===== config.mk =====
export PLATFORM = sky130hd
export DESIGN_NAME = lcd_window_command_generator
export DESIGN_NICKNAME = d
export VERILOG_FILES = /design/src/hw/rtl/lwcg_pkg.sv /design/src/hw/rtl/lwcg_regs.sv /design/src/hw/rtl/lwcg_word_gen.sv /design/src/hw/rtl/lwcg_out_stage.sv /design/src/hw/rtl/lcd_window_command_generator.sv
export SDC_FILE = /design/constraint.sdc
export NUM_CORES = 1
export LEC_CHECK = 0
export BUFFER_PORTS_ARGS = -buffer_cell sky130_fd_sc_hd__buf_2
export CORE_MARGIN = 1
export CORE_UTILIZATION = 51
export CTS_CLUSTER_SIZE = 25
export DETAILED_ROUTE_END_ITERATION = 6
export PLACE_DENSITY_LB_ADDON = 0.2
export SLEW_MARGIN = 25
export SYNTH_ARGS = -nofsm -noshare
export SYNTH_HDL_FRONTEND = slang
export SYNTH_SLANG_ARGS = --single-unit

===== constraint.sdc =====
create_clock -name clk -period 13.71 [get_ports clk]
set_clock_uncertainty 0.15 [all_clocks]
set_input_delay 1.371 -clock clk [delete_from_list [all_inputs] [get_ports clk]]
set_output_delay 1.371 -clock clk [all_outputs]
set_load 0.01 [all_outputs]

===== src/hw/rtl/lwcg_pkg.sv =====
// Shared types, command codes and color helper for the LCD window command generator.
// Used by every module of the block; depends on nothing.

package lwcg_pkg;

  localparam int PanelBits = 10;
  localparam int WordBits  = 16;
  localparam int IdxBits   = 4;

  localparam logic [1:0] FUNC_PIXEL = 2'd0;
  localparam logic [1:0] FUNC_AREA  = 2'd1;
  localparam logic [1:0] FUNC_DATA  = 2'd2;
  localparam logic [1:0] FUNC_NONE  = 2'd3;

  localparam logic [1:0] REG_ROTATION = 2'd0;
  localparam logic [1:0] REG_WIDTH    = 2'd1;
  localparam logic [1:0] REG_HEIGHT   = 2'd2;

  localparam logic [15:0] CMD_COL_WIN = 16'h0044;
  localparam logic [15:0] CMD_ROW_WIN = 16'h0045;
  localparam logic [15:0] CMD_CURSOR  = 16'h0021;
  localparam logic [15:0] CMD_WRITE   = 16'h0022;

  localparam logic [5:0] RB_MAX = 6'h1F;
  localparam logic [5:0] G_MAX  = 6'h3F;

  localparam logic [IdxBits-1:0] LAST_IDX = 4'd10;

  typedef struct packed {
    logic [1:0]           rotation;
    logic [PanelBits-1:0] panel_width;
    logic [PanelBits-1:0] panel_height;
  } cfg_t;

  typedef struct packed {
    logic [1:0]         func;
    logic signed [15:0] x_start;
    logic signed [15:0] y_start;
    logic signed [15:0] x_end;
    logic signed [15:0] y_end;
    logic [8:0]         red;
    logic [8:0]         green;
    logic [8:0]         blue;
  } item_t;

  typedef struct packed {
    logic                is_data;
    logic [WordBits-1:0] bus_word;
    logic                last;
    logic                rejected;
  } result_t;

  // Saturates a Q1.8 intensity to full scale and maps it onto 0..scale.
  function automatic logic [5:0] chan_scale(input logic [8:0] c, input logic [5:0] scale);
    logic [8:0]  s;
    logic [14:0] p;
    s = (c > 9'd256) ? 9'd256 : c;
    p = {6'b0, s} * {9'b0, scale};
    return p[13:8];
  endfunction

endpackage


===== src/hw/rtl/lwcg_regs.sv =====
// APB-style configuration registers: rotation and native panel size.
// Depends on lwcg_pkg for the register indexes and the configuration struct.

module lwcg_regs import lwcg_pkg::*; (
  input  logic        clk,
  input  logic        rst,
  input  logic        psel,
  input  logic        penable,
  input  logic        pwrite,
  input  logic [3:0]  paddr,
  input  logic [31:0] pwdata,
  output logic [31:0] prdata,
  output logic        pready,
  output cfg_t        cfg
);

  logic wr_en;

  assign pready = 1'b1;
  assign wr_en  = psel && penable && pwrite;

  always_ff @(posedge clk) begin
    if (rst) begin
      cfg.rotation     <= 2'd0;
      cfg.panel_width  <= 10'd130;
      cfg.panel_height <= 10'd130;
    end else if (wr_en) begin
      case (paddr[3:2])
        REG_ROTATION: cfg.rotation     <= pwdata[1:0];
        REG_WIDTH:    cfg.panel_width  <= pwdata[PanelBits-1:0];
        REG_HEIGHT:   cfg.panel_height <= pwdata[PanelBits-1:0];
        default: begin
        end
      endcase
    end
  end

  always_comb begin
    case (paddr[3:2])
      REG_ROTATION: prdata = {30'b0, cfg.rotation};
      REG_WIDTH:    prdata = {22'b0, cfg.panel_width};
      REG_HEIGHT:   prdata = {22'b0, cfg.panel_height};
      default:      prdata = 32'b0;
    endcase
  end

endmodule


===== src/hw/rtl/lwcg_word_gen.sv =====
// Forms the bus word at a given position of the sequence for one held request.
// Depends on lwcg_pkg for the command codes, types and color helper.

module lwcg_word_gen import lwcg_pkg::*; (
  input  cfg_t               cfg,
  input  item_t              item,
  input  logic [IdxBits-1:0] idx,
  output result_t            res
);

  logic [15:0]        w16;
  logic [15:0]        h16;
  logic signed [16:0] wv;
  logic signed [16:0] hv;
  logic signed [16:0] xs;
  logic signed [16:0] ys;
  logic signed [16:0] xe;
  logic signed [16:0] ye;
  logic signed [16:0] xs_c;
  logic signed [16:0] ys_c;
  logic signed [16:0] xe_c;
  logic signed [16:0] ye_c;
  logic [15:0]        x0;
  logic [15:0]        y0;
  logic [15:0]        x1;
  logic [15:0]        y1;
  logic [15:0]        a [6];
  logic [5:0]         red_s;
  logic [5:0]         green_s;
  logic [5:0]         blue_s;
  logic [15:0]        colour;
  logic               outside;

  always_comb begin
    w16 = cfg.rotation[0] ? {6'b0, cfg.panel_height} : {6'b0, cfg.panel_width};
    h16 = cfg.rotation[0] ? {6'b0, cfg.panel_width} : {6'b0, cfg.panel_height};
    wv  = $signed({1'b0, w16});
    hv  = $signed({1'b0, h16});
    xs  = {item.x_start[15], item.x_start};
    ys  = {item.y_start[15], item.y_start};
    xe  = {item.x_end[15], item.x_end};
    ye  = {item.y_end[15], item.y_end};

    outside = (xs < 0) || (ys < 0) || (xs >= wv) || (ys >= hv);

    xs_c = (xs < 0) ? 17'sd0 : xs;
    ys_c = (ys < 0) ? 17'sd0 : ys;
    xe_c = (xe < xs_c) ? xs_c : ((xe > wv) ? wv : xe);
    ye_c = (ye < ys_c) ? ys_c : ((ye > hv) ? hv : ye);

    x0 = xs_c[15:0];
    y0 = ys_c[15:0];
    x1 = (item.func == FUNC_AREA) ? xe_c[15:0] : x0;
    y1 = (item.func == FUNC_AREA) ? ye_c[15:0] : y0;

    case (cfg.rotation)
      2'd0: begin
        a[0] = x1 + 16'd2;
        a[1] = x0 + 16'd2;
        a[2] = y1 + 16'd2;
        a[3] = y0 + 16'd2;
        a[4] = y0 + 16'd2;
        a[5] = x0 + 16'd2;
      end
      2'd1: begin
        a[0] = h16 - y0 + 16'd1;
        a[1] = h16 - y1 + 16'd1;
        a[2] = w16 - x0 - 16'd1;
        a[3] = w16 - x1 - 16'd1;
        a[4] = w16 - x0 - 16'd1;
        a[5] = h16 - y0 + 16'd1;
      end
      2'd2: begin
        a[0] = w16 - x0 + 16'd1;
        a[1] = w16 - x1 + 16'd1;
        a[2] = h16 - y0 + 16'd1;
        a[3] = h16 - y1 + 16'd1;
        a[4] = h16 - y0 + 16'd1;
        a[5] = w16 - x0 + 16'd1;
      end
      default: begin
        a[0] = y1 + 16'd2;
        a[1] = y0 + 16'd2;
        a[2] = x1;
        a[3] = x0;
        a[4] = x0;
        a[5] = y0 + 16'd2;
      end
    endcase

    red_s   = chan_scale(item.red, RB_MAX);
    green_s = chan_scale(item.green, G_MAX);
    blue_s  = chan_scale(item.blue, RB_MAX);
    colour  = {red_s[4:0], green_s, blue_s[4:0]};

    res = '0;
    if (item.func == FUNC_DATA) begin
      res.is_data  = 1'b1;
      res.bus_word = colour;
      res.last     = 1'b1;
    end else if (item.func == FUNC_PIXEL && outside) begin
      res.last     = 1'b1;
      res.rejected = 1'b1;
    end else begin
      case (idx)
        4'd0:    res.bus_word = CMD_COL_WIN;
        4'd1:    res.bus_word = a[0];
        4'd2:    res.bus_word = a[1];
        4'd3:    res.bus_word = CMD_ROW_WIN;
        4'd4:    res.bus_word = a[2];
        4'd5:    res.bus_word = a[3];
        4'd6:    res.bus_word = CMD_CURSOR;
        4'd7:    res.bus_word = a[4];
        4'd8:    res.bus_word = a[5];
        4'd9:    res.bus_word = CMD_WRITE;
        default: res.bus_word = (item.func == FUNC_AREA) ? CMD_WRITE : colour;
      endcase
      res.is_data = (idx == 4'd1) || (idx == 4'd2) || (idx == 4'd4) || (idx == 4'd5) ||
                    (idx == 4'd7) || (idx == 4'd8) ||
                    ((idx == LAST_IDX) && (item.func == FUNC_PIXEL));
      res.last    = (idx == LAST_IDX);
    end
  end

endmodule


===== src/hw/rtl/lwcg_out_stage.sv =====
// Output register that holds one result until the downstream side takes it.
// Depends on lwcg_pkg for the result struct.

module lwcg_out_stage import lwcg_pkg::*; (
  input  logic    clk,
  input  logic    rst,
  input  logic    load,
  input  result_t din,
  output logic    free,
  output logic    out_valid,
  input  logic    out_ready,
  output result_t dout
);

  assign free = !out_valid || out_ready;

  always_ff @(posedge clk) begin
    if (rst) begin
      out_valid <= 1'b0;
    end else if (load) begin
      out_valid <= 1'b1;
    end else if (out_ready) begin
      out_valid <= 1'b0;
    end
  end

  always_ff @(posedge clk) begin
    if (load) begin
      dout <= din;
    end
  end

endmodule


===== src/hw/rtl/lcd_window_command_generator.sv =====
// Top level of the LCD window command generator: request register, word sequencer and output.
// Depends on lwcg_pkg, lwcg_regs, lwcg_word_gen and lwcg_out_stage.

// A request is held in an input register and its words are formed one per cycle, while the
// output register is free, by a sequence counter into the output register. Pixel-data items
// and rejected pixels give one bus word each, pixel or area window requests eleven; the next
// request is accepted in the cycle its last word is transferred into the output register.
// A FUNC_NONE request is accepted and dropped. Configuration must be written over the APB
// port only while no request is in flight; the block itself does not enforce this.

module lcd_window_command_generator import lwcg_pkg::*; (
  input  logic               clk,
  input  logic               rst,
  input  logic               psel,
  input  logic               penable,
  input  logic               pwrite,
  input  logic [3:0]         paddr,
  input  logic [31:0]        pwdata,
  output logic [31:0]        prdata,
  output logic               pready,
  input  logic               in_valid,
  output logic               in_ready,
  input  logic [1:0]         func,
  input  logic signed [15:0] x_start,
  input  logic signed [15:0] y_start,
  input  logic signed [15:0] x_end,
  input  logic signed [15:0] y_end,
  input  logic [8:0]         red,
  input  logic [8:0]         green,
  input  logic [8:0]         blue,
  output logic               out_valid,
  input  logic               out_ready,
  output logic               is_data,
  output logic [15:0]        bus_word,
  output logic               last,
  output logic               rejected
);

  cfg_t               cfg;
  item_t              item;
  logic               hold_valid;
  logic [IdxBits-1:0] idx;
  result_t            gen_res;
  result_t            out_res;
  logic               out_free;
  logic               load;
  logic               in_fire;

  lwcg_regs u_regs (
    .clk     (clk),
    .rst     (rst),
    .psel    (psel),
    .penable (penable),
    .pwrite  (pwrite),
    .paddr   (paddr),
    .pwdata  (pwdata),
    .prdata  (prdata),
    .pready  (pready),
    .cfg     (cfg)
  );

  lwcg_word_gen u_word_gen (
    .cfg  (cfg),
    .item (item),
    .idx  (idx),
    .res  (gen_res)
  );

  lwcg_out_stage u_out_stage (
    .clk       (clk),
    .rst       (rst),
    .load      (load),
    .din       (gen_res),
    .free      (out_free),
    .out_valid (out_valid),
    .out_ready (out_ready),
    .dout      (out_res)
  );

  assign load     = hold_valid && out_free;
  assign in_ready = !hold_valid || (load && gen_res.last);
  assign in_fire  = in_valid && in_ready;

  always_ff @(posedge clk) begin
    if (rst) begin
      hold_valid <= 1'b0;
      idx        <= '0;
    end else if (in_fire) begin
      hold_valid <= (func != FUNC_NONE);
      idx        <= '0;
    end else if (load) begin
      if (gen_res.last) begin
        hold_valid <= 1'b0;
      end
      idx <= idx + 4'd1;
    end
  end

  always_ff @(posedge clk) begin
    if (in_fire) begin
      item.func    <= func;
      item.x_start <= x_start;
      item.y_start <= y_start;
      item.x_end   <= x_end;
      item.y_end   <= y_end;
      item.red     <= red;
      item.green   <= green;
      item.blue    <= blue;
    end
  end

  assign is_data  = out_res.is_data;
  assign bus_word = out_res.bus_word;
  assign last     = out_res.last;
  assign rejected = out_res.rejected;

endmodule


==> results of run 1 <==
[synthesized netlist by cell type, types with 29 or more instances]
cell | number | share of area (%)
sky130_fd_sc_hd__fa_1 | 59 | 6.5
sky130_fd_sc_hd__mux2i_1 | 38 | 2.1
sky130_fd_sc_hd__nor3_1 | 52 | 1.4
sky130_fd_sc_hd__nand2_1 | 194 | 4.0
sky130_fd_sc_hd__nand2b_1 | 29 | 1.0
sky130_fd_sc_hd__xnor2_1 | 103 | 5.0
sky130_fd_sc_hd__a21oi_1 | 153 | 4.2
sky130_fd_sc_hd__inv_1 | 151 | 3.1
sky130_fd_sc_hd__nor2b_1 | 54 | 1.9
sky130_fd_sc_hd__nor2_1 | 159 | 3.3
sky130_fd_sc_hd__ha_1 | 190 | 13
sky130_fd_sc_hd__a21o_1 | 38 | 1.6
sky130_fd_sc_hd__o21ai_0 | 132 | 3.7
sky130_fd_sc_hd__clkbuf_1 | 84 | 1.7
sky130_fd_sc_hd__nand3_1 | 57 | 1.6
sky130_fd_sc_hd__edfxtp_1 | 112 | 19
sky130_fd_sc_hd__xor2_1 | 42 | 2.0
[critical path, delay by kind of cell (launching register included)]
kind            cells  cell delay, ps
compound gates     10            3130
buf+inv             4            1290
simple gates        3            1150
xor+xnor            2             780
fa+ha+maj           2             630
flops               1             540
mux                 1             510
[final cells by class]
type | instances | area share, %
Timing Repair Buffer | 168 | 4.60
Clock inverter | 11 | 0.635
Multi-Input combinational cell | 1753 | 66.5
Inverter | 159 | 3.03
Clock buffer | 21 | 2.45
Sequential cell | 140 | 19.9
Tap cell | 455 | 2.89
Antenna cell | 1 | 0.0127
[routing by layer]
layer | track usage [%] | share of wire [%] | routed length [um]
met5 | 0 | 0 | 0
met4 | 16.0 | 4.5 | 2800
met1 | 43.0 | 41 | 25100
met2 | 56.1 | 47 | 28700
met3 | 6.25 | 8.2 | 5020
[state kept, by name, indices dropped and copies added, names as in the netlist]
register               flops
item                      93
u_regs.cfg                22
u_out_stage.dout          19
idx                        4
hold_valid                 1
u_out_stage.out_valid      1
[kinds of logic (layout without fill, tap and decap cells)]
kind of cell | count (synthesis) | after routing | synth area share (%)
xor+xnor | 149 | 149 | 7.52
other cells | 2 | 25 | 0.0416
buf+inv | 278 | 359 | 6.33
mux | 66 | 66 | 4.48
fa+ha+maj | 250 | 250 | 19.8
flops | 140 | 140 | 21.7
compound gates | 577 | 577 | 21.2
simple gates | 687 | 687 | 18.9
[path summary, 6_finish.rpt]
check / end / cells after the start
setup / recovery: u_out_stage.dout[11] / 22
hold / removal: u_regs.cfg[10] / 2
setup reg to reg: u_out_stage.dout[11] / 22
hold reg to reg: u_regs.cfg[10] / 2
[power by group]
group | switching, mW | total, mW | internal [mW] | leakage, nW
clock | 0.198 | 0.489 | 0.291 | 0.300
sequential | 0.0234 | 0.517 | 0.493 | 1.31
combinational | 0.468 | 0.768 | 0.299 | 6.55
total | 0.690 | 1.77 | 1.08 | 8.16
==> qor.log, run 1 <==
qor: clock_network.cts_resized 0
qor: sta.final.period_utilization 62.2%
qor: routing.dr_total_vias 16900
qor: critical_path.worstSetupPathType flip-flop to flip-flop
qor: die.io-pin-count 190
qor: synth.synth_seq_area_share 21.7%
qor: clock_network.clkSlewWorstSetupHoldPaths 60 ps
qor: routing.drtIter0Drc 1913
qor: layout.layout.cells.most_common_list sky130_fd_sc_hd__nand2_1, sky130_fd_sc_hd__ha_1, sky130_fd_sc_hd__nor2_1
qor: clock_network.postCtsSetupRepairBufs 0
qor: clock_network.h_tree_depth_reported_by_cts 4
qor: layout.fraction_of_final_layout_cells_with_drive_strength_greater_than_1 12.5%
qor: sta.fin_setup_tns 0 ps
qor: worst_hold_path.worstHoldPathType flip-flop to flip-flop
qor: grt.grt.total_usage 34.0%
qor: sta.timing.slew.headroom 33.5%
qor: grt.grt_first_pass_wirelength 92500 um
qor: synth.synth_top_flop_cell sky130_fd_sc_hd__edfxtp_1
qor: sta.timing_worst_slew_pin_value 997 ps
qor: layout.leading_cell_type_in_the_layout_fill_and_taps_excluded sky130_fd_sc_hd__nand2_1
qor: synth.number_of_synthesized_flops_with_an_enable_pin 112
qor: sta.max_clock_freq 0.117 GHz
qor: routing.drt_first_pass_iters 7
qor: sta.rsz0062_at_grt false
qor: critical_path.critPathMostFrequentCell sky130_fd_sc_hd__inv_1
qor: sta.postLayoutSetupSlackWorst 5180 ps
qor: layout.fin_area 19700 um2
qor: critical_path.critPathSlowestCell sky130_fd_sc_hd__buf_4
qor: sta.fin_crit 8530 ps
qor: clock_network.cts.sinks 140
qor: layout.synthToLayoutAreaGrowth 9.22%
qor: clock_network.cts_tree built
qor: routing.finalWirelength 61600 um
qor: critical_path.critical_path.reg2reg.startpoint u_regs.cfg[20]
qor: die.floorplan.initialDensity 52.0%
qor: sta.fin_hold_ws 334 ps
qor: worst_hold_path.holdCritStartpoint u_regs.cfg[10]
qor: critical_path.startpoint u_regs.cfg[20]
qor: synth.ys_ff_latch 140
qor: critical_path.worst_path_largest_cell_delay 780 ps
qor: run.cap_viol_max_count 0
qor: synth.syn-cell-area 18000 um2
qor: synth.synth_async_sr_flop_share 0%
qor: placed_design.placed_standard_cell_area 19100 um2
qor: layout.sequential_cell_area 3930 um2
qor: placed_design.placement.io_buffers 142
qor: outcome.result_of_the_run finished clean
qor: clock_network.cts-hold-fix-buffers 0
qor: critical_path.required 13730 ps
qor: synth.yosysUniqueCellTypes 106
qor: critical_path.cp_cell_sequence buf_4 > mux2_2 > inv_1 > ha_1 > a211oi_1 > o211ai_2 > o21ai_2 > o21ai_0 > o22ai_1 > inv_1 > ha_1 > inv_1 > o41ai_1 > a41o_1 > a21oi_1 > xnor2_2 > nand3_2 > nor4_1 > nand2_1 > xnor2_1 > a21oi_1 > o41a_1
qor: die.placement_rows 68
qor: critical_path.crit_path_max_fanout 82
qor: layout.final_cells 2708
qor: die.dieArea 36100 um2
qor: pwr.largest_voltage_drop_on_the_vdd_net 0.000104 V
qor: routing.detail_route.wl_per_cell 22.7 um
qor: placed_design.placed_cell_count 2675
qor: critical_path.worst_setup_path_end_kind flip-flop
qor: placed_design.hpwlAfterDp 49100 um
qor: routing.via_per_inst 6.25
qor: die.die-width 190 um
qor: grt.grt_antenna_before_repair 1
qor: critical_path.worst_ep_arrival_time 8540 ps
qor: clock_network.insertion_delay 460 ps
qor: layout.layout.core_utilization 56.8%
qor: grt.grt_pass1_vias 16100
qor: routing.route.detailed.drc 0
qor: layout.multi_input_combinational_cell_area 13100 um2
qor: layout.filler_cell_count 3203
qor: synth.postSynthCellCount 2149
qor: die.core_area 34700 um2
qor: sta.number_of_setup_violations_in_the_final_report 0
qor: critical_path.crit_path_launch_type flip-flop
qor: grt.grt_max_degree 83
qor: layout.nNetsFinal 2624
qor: grt.grt_overflow_total 0
qor: clock_network.cts_made_buffers 17
qor: pwr.power.leakage 8.16 nW
qor: routing.ant_nets 0
qor: placed_design.globalplace.congestion 1.05
qor: pwr.p_total 1.77 mW
qor: synth.postSynthAreaPerCell 8.40 um2
qor: sta.final_hold_vio_count 0
qor: pwr.cellPowerDensity 90.0 nW/um2
qor: die.die_height 190 um
qor: sta.maxSlewViolCount 0
qor: clock_network.clockBufferDepth 2
qor: critical_path.reg2reg_setup_slack 5180 ps
qor: clock_network.cts.root.buffer_cell sky130_fd_sc_hd__clkbuf_16
qor: placed_design.dpl_worst_slack 5550 ps
qor: synth.yosysWarningCount 0
(Power assumes the default switching activity.)
==> inputs of run 2 (changes only) <==
- clock period: 13.71 -> 7.3 ns (I/O delays scaled with it)
==> qor.log, run 2 (synthesized netlist as in run 1, its figures left out) <==
qor: outcome.result_of_the_run finished clean
qor: pwr.power.net_switching 1.34 mW [+94%]
qor: clock_network.insertion_delay 470 ps [about the same]
qor: worst_hold_path.worstHoldPathType input port to flip-flop
qor: layout.top_regs item: 93 flops, u_regs.cfg: 22 flops, u_out_stage.dout: 19 flops
qor: layout.largest_register_ffs 93 [unchanged]
qor: critical_path.worstSetupPathType flip-flop to flip-flop
qor: sta.final_hold_vio_count 0 [unchanged]
qor: clock_network.cts_made_buffers 17 [unchanged]
qor: sta.maxSlewViolCount 0 [unchanged]
qor: pwr.p_int 2.05 mW [+89%]
qor: sta.timing_worst_slew_pin_value 1040 ps [+40.0 ps]
qor: die.placement_rows 68 [unchanged]
qor: die.floorplan.initialDensity 52.0% [unchanged]
qor: routing.drtIter0Drc 1804 [-5.7%]
qor: die.io-pin-count 190 [unchanged]
qor: critical_path.endpoint u_out_stage.dout[11]
qor: sta.number_of_setup_violations_in_the_final_report 0 [unchanged]
qor: die.die-width 190 um [unchanged]
qor: routing.drt_first_pass_iters 6 [-1]
qor: pwr.largest_voltage_drop_on_the_vdd_net 0.000176 V [+70%]
qor: pwr.power.leakage 8.75 nW [+7.2%]
qor: run.cap_viol_max_count 0 [unchanged]
qor: placed_design.globalplace.congestion 1.04 [-0.75%]
qor: routing.finalWirelength 64700 um [+5.0%]
qor: grt.grt.total_usage 36.0% [+1.9 points]
qor: pwr.cellPowerDensity 164 nW/um2 [+83%]
qor: sta.fin_setup_tns 0 ps [unchanged]
qor: grt.grt_pass1_vias 17100 [+6.2%]
qor: pwr.clock_power_share 24.7% [-2.9 points]
qor: routing.dr_total_vias 17400 [+2.8%]
qor: routing.ant_nets 0 [unchanged]
qor: critical_path.crit_path_max_fanout 10 [-88%]
qor: routing.detail_route.wl_per_cell 22.8 um [+0.34%]
qor: pwr.seq_power_share 28.7% [-0.4 points]
qor: die.dieArea 36100 um2 [unchanged]
qor: critical_path.r2r-end u_out_stage.dout[11]
qor: clock_network.cts_tree built
qor: grt.grt_max_degree 75 [-9.6%]
qor: sta.rsz0062_at_grt false
qor: clock_network.h_tree_depth_reported_by_cts 4 [unchanged]
qor: grt.grt_antenna_before_repair 1 [unchanged]
qor: grt.grt_overflow_total 0 [unchanged]
qor: die.core_area 34700 um2 [unchanged]
qor: layout.largest_register_by_flop_count item
qor: critical_path.required 7310 ps [-6420 ps]
qor: layout.fraction_of_final_layout_cells_with_drive_strength_greater_than_1 17.2% [+4.7 points]
qor: critical_path.rr_worst_depth 24 [+9.1%]
qor: pwr.power_frac_comb 46.6% [+3.3 points]
qor: critical_path.startpoint item[90]
qor: sta.fin_crit 6890 ps [-1640 ps]
qor: layout.diodes 0 [-1]
qor: sta.postLayoutSetupSlackWorst 415 ps [-4770 ps]
qor: placed_design.hpwlAfterDp 52500 um [+7.0%]
qor: critical_path.worst_ep_arrival_time 6890 ps [-1650 ps]
qor: critical_path.critical_path.reg2reg.startpoint item[90]
qor: layout.leading_cell_type_in_the_layout_fill_and_taps_excluded sky130_fd_sc_hd__nand2_1
qor: layout.synthToLayoutAreaGrowth 14.3%
qor: grt.grt_first_pass_wirelength 97400 um [+5.3%]
qor: clock_network.clockBufferDepth 2 [unchanged]
qor: placed_design.dpl_worst_slack 558 ps [-5000 ps]
qor: pwr.p_total 3.39 mW [+91%]
qor: sta.final.period_utilization 94.3% [+32 points]
qor: clock_network.cts.root.buffer_cell sky130_fd_sc_hd__clkbuf_16
qor: layout.filler_cell_count 3186 [-0.53%]
qor: routing.via_per_inst 6.14 [-1.8%]
qor: critical_path.crit_path_launch_type flip-flop
qor: pwr.p_sw_share 39.5% [+0.57 points]
qor: layout.nNetsFinal 2751 [+4.8%]
qor: die.die_height 190 um [unchanged]
qor: routing.route.detailed.drc 0 [unchanged]
qor: clock_network.clkSlewWorstSetupHoldPaths 80 ps [+20 ps]
qor: layout.layout.cells.most_common_list sky130_fd_sc_hd__nand2_1, sky130_fd_sc_hd__ha_1, sky130_fd_sc_hd__nor2_1
qor: critical_path.worst_setup_path_end_kind flip-flop
qor: sta.max_clock_freq 0.145 GHz [+24%]
qor: critical_path.reg2reg_setup_slack 410 ps [-4770 ps]
qor: placed_design.placement.io_buffers 142 [unchanged]
qor: sta.timing.slew.headroom 30.8% [-2.7 points]
qor: clock_network.cts.sinks 140 [unchanged]
[run 2: cell type report]
cell class | instances | area, um2 | area share (%)
Multi-Input combinational cell | 1753 | 13100 | 63.6
Sequential cell | 140 | 3930 | 19.0
Timing Repair Buffer | 295 | 1870 | 9.07
Inverter | 159 | 597 | 2.89
Tap cell | 455 | 569 | 2.76
Clock buffer | 21 | 472 | 2.29
Clock inverter | 11 | 80.1 | 0.388
[run 2: worst min-delay path by stage]
stage,from,to,slack (ps),depth (start not counted)
after floorplan,hold_valid,u_out_stage.out_valid,300,2
after global placement,u_regs.cfg[19],u_regs.cfg[19],320,2
after detailed placement,u_regs.cfg[12],u_regs.cfg[12],330,2
after CTS,x_end[10],item[53],260,1
after global routing,x_end[10],item[53],270,1
final,x_end[10],item[53],280,1
[run 2: metal layers]
metal  vias up  share of wire, %  GRT usage, %
met4         2               5.5          19.8
li1       8188                 -             -
met5         -             0.017             0
met1      8272                41          44.8
met3       171               7.1          5.50
met2       771                46          59.5
[run 2: critical path: stages (launching register included)]
cell and delay (ps):
sky130_fd_sc_hd__edfxtp_1 650, sky130_fd_sc_hd__nor2_1 560, sky130_fd_sc_hd__inv_1 200, sky130_fd_sc_hd__ha_1 340
sky130_fd_sc_hd__nand3_2 120, sky130_fd_sc_hd__nor4_2 440, sky130_fd_sc_hd__o32ai_2 160, sky130_fd_sc_hd__buf_4 180
sky130_fd_sc_hd__a311oi_4 270, sky130_fd_sc_hd__o21ai_0 130, sky130_fd_sc_hd__o22ai_1 160, sky130_fd_sc_hd__inv_1 90
sky130_fd_sc_hd__ha_1 300, sky130_fd_sc_hd__inv_1 50, sky130_fd_sc_hd__buf_4 130, sky130_fd_sc_hd__o41ai_1 390
sky130_fd_sc_hd__a41o_1 220, sky130_fd_sc_hd__a21oi_1 90, sky130_fd_sc_hd__xnor2_2 200, sky130_fd_sc_hd__nor4_1 380
sky130_fd_sc_hd__buf_4 190, sky130_fd_sc_hd__nand4_1 150, sky130_fd_sc_hd__xnor2_1 360, sky130_fd_sc_hd__nor2_1 110
sky130_fd_sc_hd__o41a_1 520
[run 2: per-stage QoR]
stage / std cells / hold slack (ps) / utilization, % / instance area [um2]
floorplan: 2171 / 298 / - / 18100
global placement: 2798 / 324 / 57.7 / 20000
detailed placement: 2798 / 331 / 57.7 / 20000
CTS: 2830 / 261 / 59.3 / 20600
global route: 2834 / 271 / 59.4 / 20600
finish: 2834 / 281 / 59.4 / 20600
[run 2: power by group through the flow]
stage | combinational (mW) | clock, mW | sequential, mW
final | 1.58 | 0.837 | 0.971
after global routing | 1.73 | 0.876 | 0.976
after CTS | 1.56 | 0.852 | 0.972
after detailed placement | 1.55 | 0 | 0.988
after global placement | 1.51 | 0 | 0.987
after floorplan | 1.02 | 0 | 0.974
[run 2: timing repair]
item / in CTS / in global routing
setup endpoints to repair: 0 / 4
hold endpoints to repair: 0 / 0
hold buffers: 0 / 0
resized for setup: 0 / 2
buffers inserted: 0 / 4
